## src/rtl/onenc_pkg.sv

```systemverilog
`timescale 1ns / 1ps
`default_nettype none

package onenc_pkg;

    localparam int COMPONENT_BITS = 16;
    localparam int MAG_W          = COMPONENT_BITS;       // |-2^(N-1)| still fits N bits unsigned
    localparam int SUM_W          = COMPONENT_BITS + 1;   // 3 * 2^(N-1) < 2^(N+1)
    localparam int SCALE_W        = 15;
    localparam int PROD_W         = SUM_W + SCALE_W;
    localparam int QUO_W          = 15;                   // quotient never exceeds the scale
    localparam int OUT_W          = 16;

    localparam logic [SCALE_W-1:0] SCALE_8BIT  = 15'd127;
    localparam logic [SCALE_W-1:0] SCALE_16BIT = 15'd32512;

    localparam logic MODE_8BIT  = 1'b0;
    localparam logic MODE_16BIT = 1'b1;

    typedef struct packed {
        logic signed [COMPONENT_BITS-1:0] normal_x;
        logic signed [COMPONENT_BITS-1:0] normal_y;
        logic signed [COMPONENT_BITS-1:0] normal_z;
    } t_in_item;

    typedef struct packed {
        logic signed [OUT_W-1:0] encoded_u;
        logic signed [OUT_W-1:0] encoded_v;
        logic                    zero_vector;
    } t_out_item;

    typedef struct packed {
        logic [MAG_W-1:0] ax;
        logic [MAG_W-1:0] ay;
        logic [MAG_W-1:0] az;
        logic             nx;
        logic             ny;
        logic             nz;
    } t_mag_data;

    typedef struct packed {
        logic [SUM_W-1:0] s;
        logic [SUM_W-1:0] nu;
        logic [SUM_W-1:0] nv;
        logic             neg_u;
        logic             neg_v;
        logic             zero;
    } t_num_data;

    typedef struct packed {
        logic [SUM_W-1:0]  s;
        logic [PROD_W-1:0] rem_u;
        logic [PROD_W-1:0] rem_v;
        logic [QUO_W-1:0]  q_u;
        logic [QUO_W-1:0]  q_v;
        logic              neg_u;
        logic              neg_v;
        logic              zero;
    } t_div_data;

    function automatic logic [MAG_W-1:0] abs_mag(input logic [COMPONENT_BITS-1:0] x);
        logic [MAG_W-1:0] v;
        v = MAG_W'(x);
        return x[COMPONENT_BITS-1] ? (~v + MAG_W'(1)) : v;
    endfunction

endpackage

`default_nettype wire

```

## src/rtl/onenc_prep.sv

```systemverilog
`timescale 1ns / 1ps
`default_nettype none

// Two stages: magnitudes and signs, then sum and the numerators.
module onenc_prep
    import onenc_pkg::*;
(
    input  wire logic      i_clk,
    input  wire logic      i_rst_n,
    input  wire logic      i_valid,
    output logic           o_ready,
    input  wire t_in_item  i_item,
    output logic           o_valid,
    input  wire logic      i_ready,
    output t_num_data      o_num
);

    logic      r_mag_valid;
    t_mag_data r_mag;
    t_mag_data n_mag;
    logic      r_num_valid;
    t_num_data r_num;
    t_num_data n_num;
    logic      num_ready;

    assign num_ready = !r_num_valid || i_ready;
    assign o_ready   = !r_mag_valid || num_ready;

    always_comb begin
        n_mag.ax = abs_mag(i_item.normal_x);
        n_mag.ay = abs_mag(i_item.normal_y);
        n_mag.az = abs_mag(i_item.normal_z);
        n_mag.nx = i_item.normal_x[COMPONENT_BITS-1];
        n_mag.ny = i_item.normal_y[COMPONENT_BITS-1];
        n_mag.nz = i_item.normal_z[COMPONENT_BITS-1];
    end

    // Folded half: (1-|v|)*s = |x|+|z|, (1-|u|)*s = |y|+|z|
    always_comb begin
        n_num.s     = SUM_W'(r_mag.ax) + SUM_W'(r_mag.ay) + SUM_W'(r_mag.az);
        n_num.nu    = r_mag.nz ? (SUM_W'(r_mag.ax) + SUM_W'(r_mag.az)) : SUM_W'(r_mag.ax);
        n_num.nv    = r_mag.nz ? (SUM_W'(r_mag.ay) + SUM_W'(r_mag.az)) : SUM_W'(r_mag.ay);
        n_num.neg_u = r_mag.nx;
        n_num.neg_v = r_mag.ny;
        n_num.zero  = (r_mag.ax | r_mag.ay | r_mag.az) == '0;
    end

    always_ff @(posedge i_clk) begin
        if (!i_rst_n) begin
            r_mag_valid <= 1'b0;
            r_num_valid <= 1'b0;
        end else begin
            if (o_ready) begin
                r_mag_valid <= i_valid;
            end
            if (num_ready) begin
                r_num_valid <= r_mag_valid;
            end
        end
    end

    always_ff @(posedge i_clk) begin
        if (o_ready && i_valid) begin
            r_mag <= n_mag;
        end
        if (num_ready && r_mag_valid) begin
            r_num <= n_num;
        end
    end

    assign o_valid = r_num_valid;
    assign o_num   = r_num;

endmodule

`default_nettype wire

```

## src/rtl/onenc_mul.sv

```systemverilog
`timescale 1ns / 1ps
`default_nettype none

// Scales both numerators; the products become the dividends.
module onenc_mul
    import onenc_pkg::*;
(
    input  wire logic      i_clk,
    input  wire logic      i_rst_n,
    input  wire logic      i_precision_mode,
    input  wire logic      i_valid,
    output logic           o_ready,
    input  wire t_num_data i_num,
    output logic           o_valid,
    input  wire logic      i_ready,
    output t_div_data      o_div
);

    logic               r_valid;
    t_div_data          r_div;
    t_div_data          n_div;
    logic [SCALE_W-1:0] scale;

    assign o_ready = !r_valid || i_ready;

    always_comb begin
        unique case (i_precision_mode)
            MODE_16BIT: scale = SCALE_16BIT;
            default:    scale = SCALE_8BIT;
        endcase
    end

    always_comb begin
        n_div.s     = i_num.s;
        n_div.rem_u = PROD_W'(i_num.nu) * PROD_W'(scale);
        n_div.rem_v = PROD_W'(i_num.nv) * PROD_W'(scale);
        n_div.q_u   = '0;
        n_div.q_v   = '0;
        n_div.neg_u = i_num.neg_u;
        n_div.neg_v = i_num.neg_v;
        n_div.zero  = i_num.zero;
    end

    always_ff @(posedge i_clk) begin
        if (!i_rst_n) begin
            r_valid <= 1'b0;
        end else if (o_ready) begin
            r_valid <= i_valid;
        end
    end

    always_ff @(posedge i_clk) begin
        if (o_ready && i_valid) begin
            r_div <= n_div;
        end
    end

    assign o_valid = r_valid;
    assign o_div   = r_div;

endmodule

`default_nettype wire

```

## src/rtl/onenc_div_stage.sv

```systemverilog
`timescale 1ns / 1ps
`default_nettype none

// One restoring-division step for both coordinates: quotient bit BIT_POS.
module onenc_div_stage
    import onenc_pkg::*;
#(
    parameter int BIT_POS = 0
) (
    input  wire logic      i_clk,
    input  wire logic      i_rst_n,
    input  wire logic      i_valid,
    output logic           o_ready,
    input  wire t_div_data i_div,
    output logic           o_valid,
    input  wire logic      i_ready,
    output t_div_data      o_div
);

    logic              r_valid;
    t_div_data         r_div;
    t_div_data         n_div;
    logic [PROD_W-1:0] divisor;
    logic              ge_u;
    logic              ge_v;

    assign o_ready = !r_valid || i_ready;
    assign divisor = PROD_W'(i_div.s) << BIT_POS;
    assign ge_u    = i_div.rem_u >= divisor;
    assign ge_v    = i_div.rem_v >= divisor;

    always_comb begin
        n_div              = i_div;
        n_div.rem_u        = ge_u ? (i_div.rem_u - divisor) : i_div.rem_u;
        n_div.rem_v        = ge_v ? (i_div.rem_v - divisor) : i_div.rem_v;
        n_div.q_u[BIT_POS] = ge_u;
        n_div.q_v[BIT_POS] = ge_v;
    end

    always_ff @(posedge i_clk) begin
        if (!i_rst_n) begin
            r_valid <= 1'b0;
        end else if (o_ready) begin
            r_valid <= i_valid;
        end
    end

    always_ff @(posedge i_clk) begin
        if (o_ready && i_valid) begin
            r_div <= n_div;
        end
    end

    assign o_valid = r_valid;
    assign o_div   = r_div;

endmodule

`default_nettype wire

```

## src/rtl/octahedral_normal_encoder_unit.sv

```systemverilog
// Octahedral normal encoder.
// Input channel (i_in_valid / o_in_ready, payload i_in_data): one normal vector
// of three signed components per transaction. Output channel (o_out_valid /
// i_out_ready, payload o_out_data): the two octahedral coordinates scaled by
// 127 or 32512, truncated toward zero, plus a flag for the all-zero vector.
// i_cfg_wr_en / i_cfg_wr_data write the precision mode (0: 8-bit scale,
// 1: 16-bit scale); write it only while the pipeline is empty.
// Pipeline: magnitudes, sum, scale multiply, 15 restoring-division steps (one
// quotient bit each) and the output register. One transaction per cycle is
// sustained while the receiver does not stall.
// The 15-bit quotient sets the number of division steps, one compare and subtract per stage.
// Every stage has its own valid bit and loads when it is empty or its
// successor moves, so bubbles close up. When the receiver stalls, the output
// holds and the stages behind it fill; o_in_ready falls only once all are full.
// Synchronous reset empties the pipeline and returns the mode to 8-bit.
`timescale 1ns / 1ps
`default_nettype none

module octahedral_normal_encoder_unit
    import onenc_pkg::*;
(
    input  wire logic      i_clk,
    input  wire logic      i_rst_n,
    input  wire logic      i_cfg_wr_en,
    input  wire logic      i_cfg_wr_data,
    input  wire logic      i_in_valid,
    output logic           o_in_ready,
    input  wire t_in_item  i_in_data,
    output logic           o_out_valid,
    input  wire logic      i_out_ready,
    output t_out_item      o_out_data
);

    logic      r_precision_mode;
    logic      num_valid;
    logic      num_ready;
    t_num_data num_data;

    logic      div_valid [QUO_W+1];
    logic      div_ready [QUO_W+1];
    t_div_data div_data  [QUO_W+1];

    logic      r_out_valid;
    t_out_item r_out;
    t_out_item n_out;
    logic      out_load;

    always_ff @(posedge i_clk) begin
        if (!i_rst_n) begin
            r_precision_mode <= MODE_8BIT;
        end else if (i_cfg_wr_en) begin
            r_precision_mode <= i_cfg_wr_data;
        end
    end

    onenc_prep u_prep (
        .i_clk   (i_clk),
        .i_rst_n (i_rst_n),
        .i_valid (i_in_valid),
        .o_ready (o_in_ready),
        .i_item  (i_in_data),
        .o_valid (num_valid),
        .i_ready (num_ready),
        .o_num   (num_data)
    );

    onenc_mul u_mul (
        .i_clk            (i_clk),
        .i_rst_n          (i_rst_n),
        .i_precision_mode (r_precision_mode),
        .i_valid          (num_valid),
        .o_ready          (num_ready),
        .i_num            (num_data),
        .o_valid          (div_valid[0]),
        .i_ready          (div_ready[0]),
        .o_div            (div_data[0])
    );

    for (genvar k = 0; k < QUO_W; k++) begin : g_div
        onenc_div_stage #(
            .BIT_POS (QUO_W - 1 - k)
        ) u_div_stage (
            .i_clk   (i_clk),
            .i_rst_n (i_rst_n),
            .i_valid (div_valid[k]),
            .o_ready (div_ready[k]),
            .i_div   (div_data[k]),
            .o_valid (div_valid[k+1]),
            .i_ready (div_ready[k+1]),
            .o_div   (div_data[k+1])
        );
    end

    assign div_ready[QUO_W] = !r_out_valid || i_out_ready;
    assign out_load         = div_ready[QUO_W] && div_valid[QUO_W];

    // Zero vector runs through the divider with s = 0; its quotient is discarded.
    always_comb begin
        n_out.zero_vector = div_data[QUO_W].zero;
        if (div_data[QUO_W].zero) begin
            n_out.encoded_u = '0;
            n_out.encoded_v = '0;
        end else begin
            n_out.encoded_u = div_data[QUO_W].neg_u ? -OUT_W'(div_data[QUO_W].q_u)
                                                    :  OUT_W'(div_data[QUO_W].q_u);
            n_out.encoded_v = div_data[QUO_W].neg_v ? -OUT_W'(div_data[QUO_W].q_v)
                                                    :  OUT_W'(div_data[QUO_W].q_v);
        end
    end

    always_ff @(posedge i_clk) begin
        if (!i_rst_n) begin
            r_out_valid <= 1'b0;
        end else if (div_ready[QUO_W]) begin
            r_out_valid <= div_valid[QUO_W];
        end
    end

    always_ff @(posedge i_clk) begin
        if (out_load) begin
            r_out <= n_out;
        end
    end

    assign o_out_valid = r_out_valid;
    assign o_out_data  = r_out;

endmodule

`default_nettype wire

```

## config.mk

```make
export PLATFORM = sky130hd
export DESIGN_NAME = octahedral_normal_encoder_unit
export DESIGN_NICKNAME = d
export VERILOG_FILES = /design/src/rtl/onenc_pkg.sv /design/src/rtl/onenc_prep.sv /design/src/rtl/onenc_mul.sv /design/src/rtl/onenc_div_stage.sv /design/src/rtl/octahedral_normal_encoder_unit.sv
export SDC_FILE = /design/constraint.sdc
export NUM_CORES = 2
export LEC_CHECK = 0
export BUFFER_PORTS_ARGS = -buffer_cell sky130_fd_sc_hd__clkbuf_2
export CORE_ASPECT_RATIO = 1.5
export CORE_UTILIZATION = 40
export CTS_CLUSTER_DIAMETER = 200
export DETAILED_ROUTE_END_ITERATION = 10
export GPL_ROUTABILITY_DRIVEN = 0
export SLEW_MARGIN = 20
export SYNTH_ARGS = -nofsm -noshare
export SYNTH_HDL_FRONTEND = slang
export SYNTH_SLANG_ARGS = --single-unit
export TNS_END_PERCENT = 5
```

## constraint.sdc

```tcl
create_clock -name i_clk -period 13.9 [get_ports i_clk]
set_input_delay 1.39 -clock i_clk [delete_from_list [all_inputs] [get_ports i_clk]]
set_output_delay 1.39 -clock i_clk [all_outputs]
set_load 0.05 [all_outputs]
```

## Yosys cells after proc, flatten, opt, wreduce, memory -nomap -nowiden

Cells that the tools add are included.

- $add $sub $neg: 37
- Multipliers: 2
- Magnitude comparators: 30
- Muxes and demuxes: 36
- Bitwise gates (word level): 7
- Reduce and logical (&&, ||, !) cells: 60

Operator list:

| cell | number |
|---|---|
| 2-to-1 mux 32 bit | 28 |
| 2-to-1 mux 15 bit | 6 |
| >= comparator 32 x 17 -> 1 bit | 2 |
| >= comparator 32 x 18 -> 1 bit | 2 |
| >= comparator 32 x 19 -> 1 bit | 2 |
| >= comparator 32 x 20 -> 1 bit | 2 |
| >= comparator 32 x 21 -> 1 bit | 2 |
| >= comparator 32 x 22 -> 1 bit | 2 |
| >= comparator 32 x 23 -> 1 bit | 2 |
| >= comparator 32 x 24 -> 1 bit | 2 |
| >= comparator 32 x 25 -> 1 bit | 2 |
| >= comparator 32 x 26 -> 1 bit | 2 |
| >= comparator 32 x 27 -> 1 bit | 2 |
| >= comparator 32 x 28 -> 1 bit | 2 |
| >= comparator 32 x 29 -> 1 bit | 2 |
| >= comparator 32 x 30 -> 1 bit | 2 |
| >= comparator 32 x 31 -> 1 bit | 2 |
| multiplier 17 x 15 -> 32 bit | 2 |
| subtractor 32 x 18 -> 32 bit | 2 |
| subtractor 32 x 19 -> 32 bit | 2 |
| subtractor 32 x 20 -> 32 bit | 2 |
| subtractor 32 x 21 -> 32 bit | 2 |
| subtractor 32 x 22 -> 32 bit | 2 |
| subtractor 32 x 23 -> 32 bit | 2 |
| 21 further kinds | 94 |

- Bits in registers: 1661
- Input bits: 54
- Output and inout bits: 35

## Depth between registers and ports, before layout

- Depth in word-level cells: 21
- Mapped depth: 26
- Mapped depth without buffers: 23

## By module

A second synthesis with hierarchy kept.

- Cells, all modules: 9876
- Area, all modules: 115600.9 µm²

Modules (own cells, without submodules):

| module | times used | cells an instance | area an instance (µm²) | sequential area each (µm²) |
|---|---|---|---|---|
| onenc_mul | 1 | 1395 | 15225.9 | 2542.4 |
| onenc_prep | 1 | 663 | 7307.0 | 3193.1 |
| onenc_div_stage (g_div[13].u_div_stage) | 1 | 587 | 6501.2 | 3443.3 |
| onenc_div_stage (g_div[12].u_div_stage) | 1 | 565 | 6458.7 | 3443.3 |
| onenc_div_stage (g_div[8].u_div_stage) | 1 | 544 | 6234.7 | 3443.3 |
| onenc_div_stage (g_div[14].u_div_stage) | 1 | 542 | 6228.5 | 3443.3 |
| onenc_div_stage (g_div[9].u_div_stage) | 1 | 542 | 6221.0 | 3443.3 |
| onenc_div_stage (g_div[11].u_div_stage) | 1 | 516 | 6199.7 | 3443.3 |
| onenc_div_stage (g_div[7].u_div_stage) | 1 | 500 | 6137.1 | 3443.3 |
| onenc_div_stage (g_div[10].u_div_stage) | 1 | 523 | 6088.3 | 3443.3 |
| onenc_div_stage (g_div[6].u_div_stage) | 1 | 511 | 6029.5 | 3443.3 |
| onenc_div_stage (g_div[3].u_div_stage) | 1 | 499 | 5926.9 | 3443.3 |
| onenc_div_stage (g_div[5].u_div_stage) | 1 | 469 | 5918.2 | 3443.3 |
| onenc_div_stage (g_div[4].u_div_stage) | 1 | 469 | 5916.9 | 3443.3 |
| +4 rows | n/a | n/a | n/a | n/a |

## Worst setup path after synthesis

OpenSTA, ideal clock, no wires.

- Path kind: input -> register
- Start: input i_out_ready
- End: register g_div[12].u_div_stage.r_div (netlist bit g_div[12].u_div_stage.o_div[0]) (enable)
- Setup time: 747 ps
- Arrival: 9650 ps
- Data required time: 13153 ps
- Path slack: 3503 ps
- Cell stages on the path: 3
- Buffers on the path: 0
- Cell sequence: nor2b_1 and3_1 a21boi_0

- Word-level cells in the longest chain between the ends: 5

RTL lines:

| what | line | source |
|---|---|---|
| from (decl) | octahedral_normal_encoder_unit.sv:30 | `input wire logic i_out_ready,` |
| logical OR 1 bit | octahedral_normal_encoder_unit.sv:94 | `assign div_ready[QUO_W] = !r_out_valid \|\| i_out_ready;` |
| logical OR 1 bit (3 in series) | onenc_div_stage.sv:27 | `assign o_ready = !r_valid \|\| i_ready;` |
| logical AND 1 bit | onenc_div_stage.sv:49 | `if (o_ready && i_valid) begin` |
| to (signal assigned) | onenc_div_stage.sv:50 | `r_div <= n_div;` |
| to (decl) | onenc_div_stage.sv:21 | `t_div_data r_div;` |

Every way passes these cells.
A chain may end at the register's enable or synchronous reset.

==> run metrics <==
min cycle time layout 7.35 ns; CP Launch Type flip-flop; GRT Resource Usage Total 20.1%; CTS root buf clkbuf_16; Site Rows 224; die width 410 microns; fin area 111,000 sq um; Reg clk slew, reported paths 0.06 ns; H-tree levels 4; final count of negative-setup-slack endpoints 0; reg2reg start r_precision_mode$_SDFFE_PN0P_; Synth Register Bits 1,661; DP Wirelength 208,000 microns; Post-synth EDFFs 1,641; Slew @ Worst Pin 1.15 ns; Non-Filler Instances 12,200; final hold vios 0; ys flop type edfxtp_1; Final Core Density 44.5%; distinct cell type count after synthesis 90; final global-route overflow total 0; failing checks design-rule violations; leakage power 43.0 nW; CTS tree yes; core area 248,000 sq um; Crit Path Category flip-flop to flip-flop; status finished, violations left; CTS sink cnt 1,661; Max IR drop VDD 0.248 mV; Max Freq 136 MHz; DR vias 65,500; cell taking the most area after synthesis edfxtp_1; final max-slew violation count 0; Final nets 9,938; highest-count cells in the layout ignoring fill and taps 1,641 x edfxtp_1, 783 x ha_1, 705 x inv_1; Ys Warns 0; relative slew slack 22.8%; RSZ-0062 raised after global routing false; critical path required time 14.44 ns; period utilization 52.9%; Post-Syn Instances 8,573; clk buf depth 4; area delta synth->final 10.6%; area post-placement 105,000 sq um; reg2reg setup slack 6.55 ns; postcts setup bufs 0; setup TNS 0 ns; die area 252,000 sq um; syn_area_per_cell 11.7 sq um; Setup crit end kind flip-flop; total CTS buffers 176; commonest non-fill, non-tap cell in the layout edfxtp_1; placed insts 11,900; top-area cell type share of the netlist area 49.3%; antenna-violating nets left 0; cts hold-fix bufs 0; Worst R2R Path Depth 21; skew final 0.112 ns; Ports 89; Post-synth ARST share 0%; first-pass GRT wire length 387,000 microns; most area-consuming cells after synthesis edfxtp_1 49%, ha_1 9.8%, fa_1 6.4%, xnor2_1 3.6%, a21oi_1 2.8%; final wirelength 254,000 microns; vias in the first global route 69,300; largest stage delay on the critical path 0.71 ns; slowest CP cell dfxtp_2; Via density 5.37; PortBufs 88; worst path arrival time 7.90 ns; layout cells sized above 1 7.48%; sequential share of the synthesized area 49.7%; post-DR wirelength/cell 20.8 microns; initial antenna violation count 2; # Max-Cap Violations 0; Iter 0 DRT Violations 3,244; largest net degree at the start of global routing 89; # DRC 10; Hold Crit Class flip-flop to flip-flop; Initial DRT Pass Iterations 9; Crit path top cell by count fa_1; Filler Cell Count 22,700; cts repair resizes 0; Pwr Total 16.2 mW; crit path capture u_mul.o_div[64]$_DFFE_PP_; worst skew pair latency 0.86 ns; CP Launch Point r_precision_mode$_SDFFE_PN0P_; CP Max Fanout 62; RR Endpoint u_mul.o_div[64]$_DFFE_PP_; cells along the critical path buf_4, nand2b_1, inv_1, fa_1, inv_1, fa_1, inv_1, fa_1, fa_1, fa_1, inv_1, fa_1, inv_1, ha_1, nand4_1, nand3b_1, a211oi_1, o31ai_1, a31oi_1, mux2i_1, o311ai_0; Initial Util 40.2%; Mapped Area 99,900 sq um; pwr dens 146 nW/um^2; Die Y 614 microns
## kinds of logic (layout without fill, tap and decap cells)
group | count (synthesis) | count (layout) | synth area share [%]
flops | 1661 | 1661 | 49.7
fa+ha+maj | 1105 | 1105 | 16.2
other cells | 2 | 13 | 0.00752
xor+xnor | 717 | 717 | 6.29
mux | 158 | 158 | 1.76
simple gates | 2287 | 2287 | 11.5
compound gates | 1800 | 1800 | 11.3
buf+inv | 843 | 1175 | 3.20
## sequential cells by signal (all words and copies together) (netlist names)
register and flops:
g_div.u_div_stage.o_div 1419, u_prep.o_valid 1, u_prep.n_num 2, o_out_valid 1
r_precision_mode 1, u_mul.o_valid 1, u_prep.o_num 54, o_out_data 33
g_div.u_div_stage.o_valid 15, u_prep.r_mag 49, u_prep.r_mag_valid 1, u_mul.o_div 84
## layer usage
| metal | track usage [%] | vias up | share of wire [%] |
|---|---|---|---|
| li1 | - | 31700 | - |
| met1 | 15.4 | 31500 | 29 |
| met2 | 41.1 | 1464 | 57 |
| met3 | 2.24 | 879 | 2.6 |
| met4 | 20.2 | 0 | 12 |
| met5 | 0 | - | 0 |
## cells in the mapped netlist (all sizes together), types with 19 or more instances
cell type  count
edfxtp      1641
ha           783
inv          709
nor2         585
a21oi        555
nand2        502
o21ai        436
xnor2        410
fa           319
xor2         307
a21o         239
nor3         203
nor2b        159
mux2         130
nand3        123
nand2b       122
clkbuf       112
or3          100
nor4          92
o21a          90
nand4         74
o31ai         72
and2          63
and3          61
a211oi        58
o21bai        51
or2           48
a21boi        45
a31oi         42
or4           32
o211ai        31
mux2i         28
nor4b         28
nand4b        24
a211o         23
nand3b        23
buf           20
dfxtp         20
o41ai         19
## power by group
part / switching, mW / internal [mW]
registers: 0.125 / 5.89
clock network: 1.95 / 2.80
logic: 2.99 / 2.42
## final cells by class
class	count	area (sq um)	area share, %
multi-input cells	6079	47300	42.8
repair buffers	153	952	0.861
well taps	3277	4100	3.71
inverters	711	2670	2.41
flip-flops and latches	1661	49700	44.9
diodes	1	2.50	0.00226
clock buffers	209	4600	4.16
clock inverters	102	1200	1.08
## worst min-delay path by stage
stage | depth (start not counted) | to | slack, ns | startpoint
floorplan | 0 | g_div[0].u_div_stage.o_div[0]$_DFFE_PP_ | 0.40 | u_mul.o_div[0]$_DFFE_PP_
global placement | 0 | g_div[13].u_div_stage.o_div[6]$_DFFE_PP_ | 0.40 | g_div[12].u_div_stage.o_div[6]$_DFFE_PP_
detailed placement | 0 | g_div[10].u_div_stage.o_div[23]$_DFFE_PP_ | 0.40 | g_div[9].u_div_stage.o_div[23]$_DFFE_PP_
CTS | 0 | g_div[5].u_div_stage.o_div[1]$_DFFE_PP_ | 0.35 | g_div[4].u_div_stage.o_div[1]$_DFFE_PP_
global route | 0 | g_div[5].u_div_stage.o_div[17]$_DFFE_PP_ | 0.36 | g_div[4].u_div_stage.o_div[17]$_DFFE_PP_
finish | 0 | g_div[5].u_div_stage.o_div[1]$_DFFE_PP_ | 0.36 | g_div[4].u_div_stage.o_div[1]$_DFFE_PP_
## critical path, delay by kind of cell (launching register included)
| family | cells | cell delay [ns] |
|---|---|---|
| adder cells (fa/ha/maj) | 7 | 3.38 |
| buffers and inverters | 6 | 0.90 |
| multiplexers | 1 | 0.21 |
| flip-flops | 1 | 0.71 |
| AO/OA/AOI/OAI | 4 | 1.03 |
| AND/OR/NAND/NOR | 3 | 0.72 |
## stage by stage
stage	hold WS (ns)	setup WS, ns
after floorplan	0.400	3.50
after CTS	0.351	6.56
final	0.361	6.55
after global placement	0.401	6.66
after global routing	0.358	6.08
after detailed placement	0.405	6.55
Power figures use the tool's default switching activity.
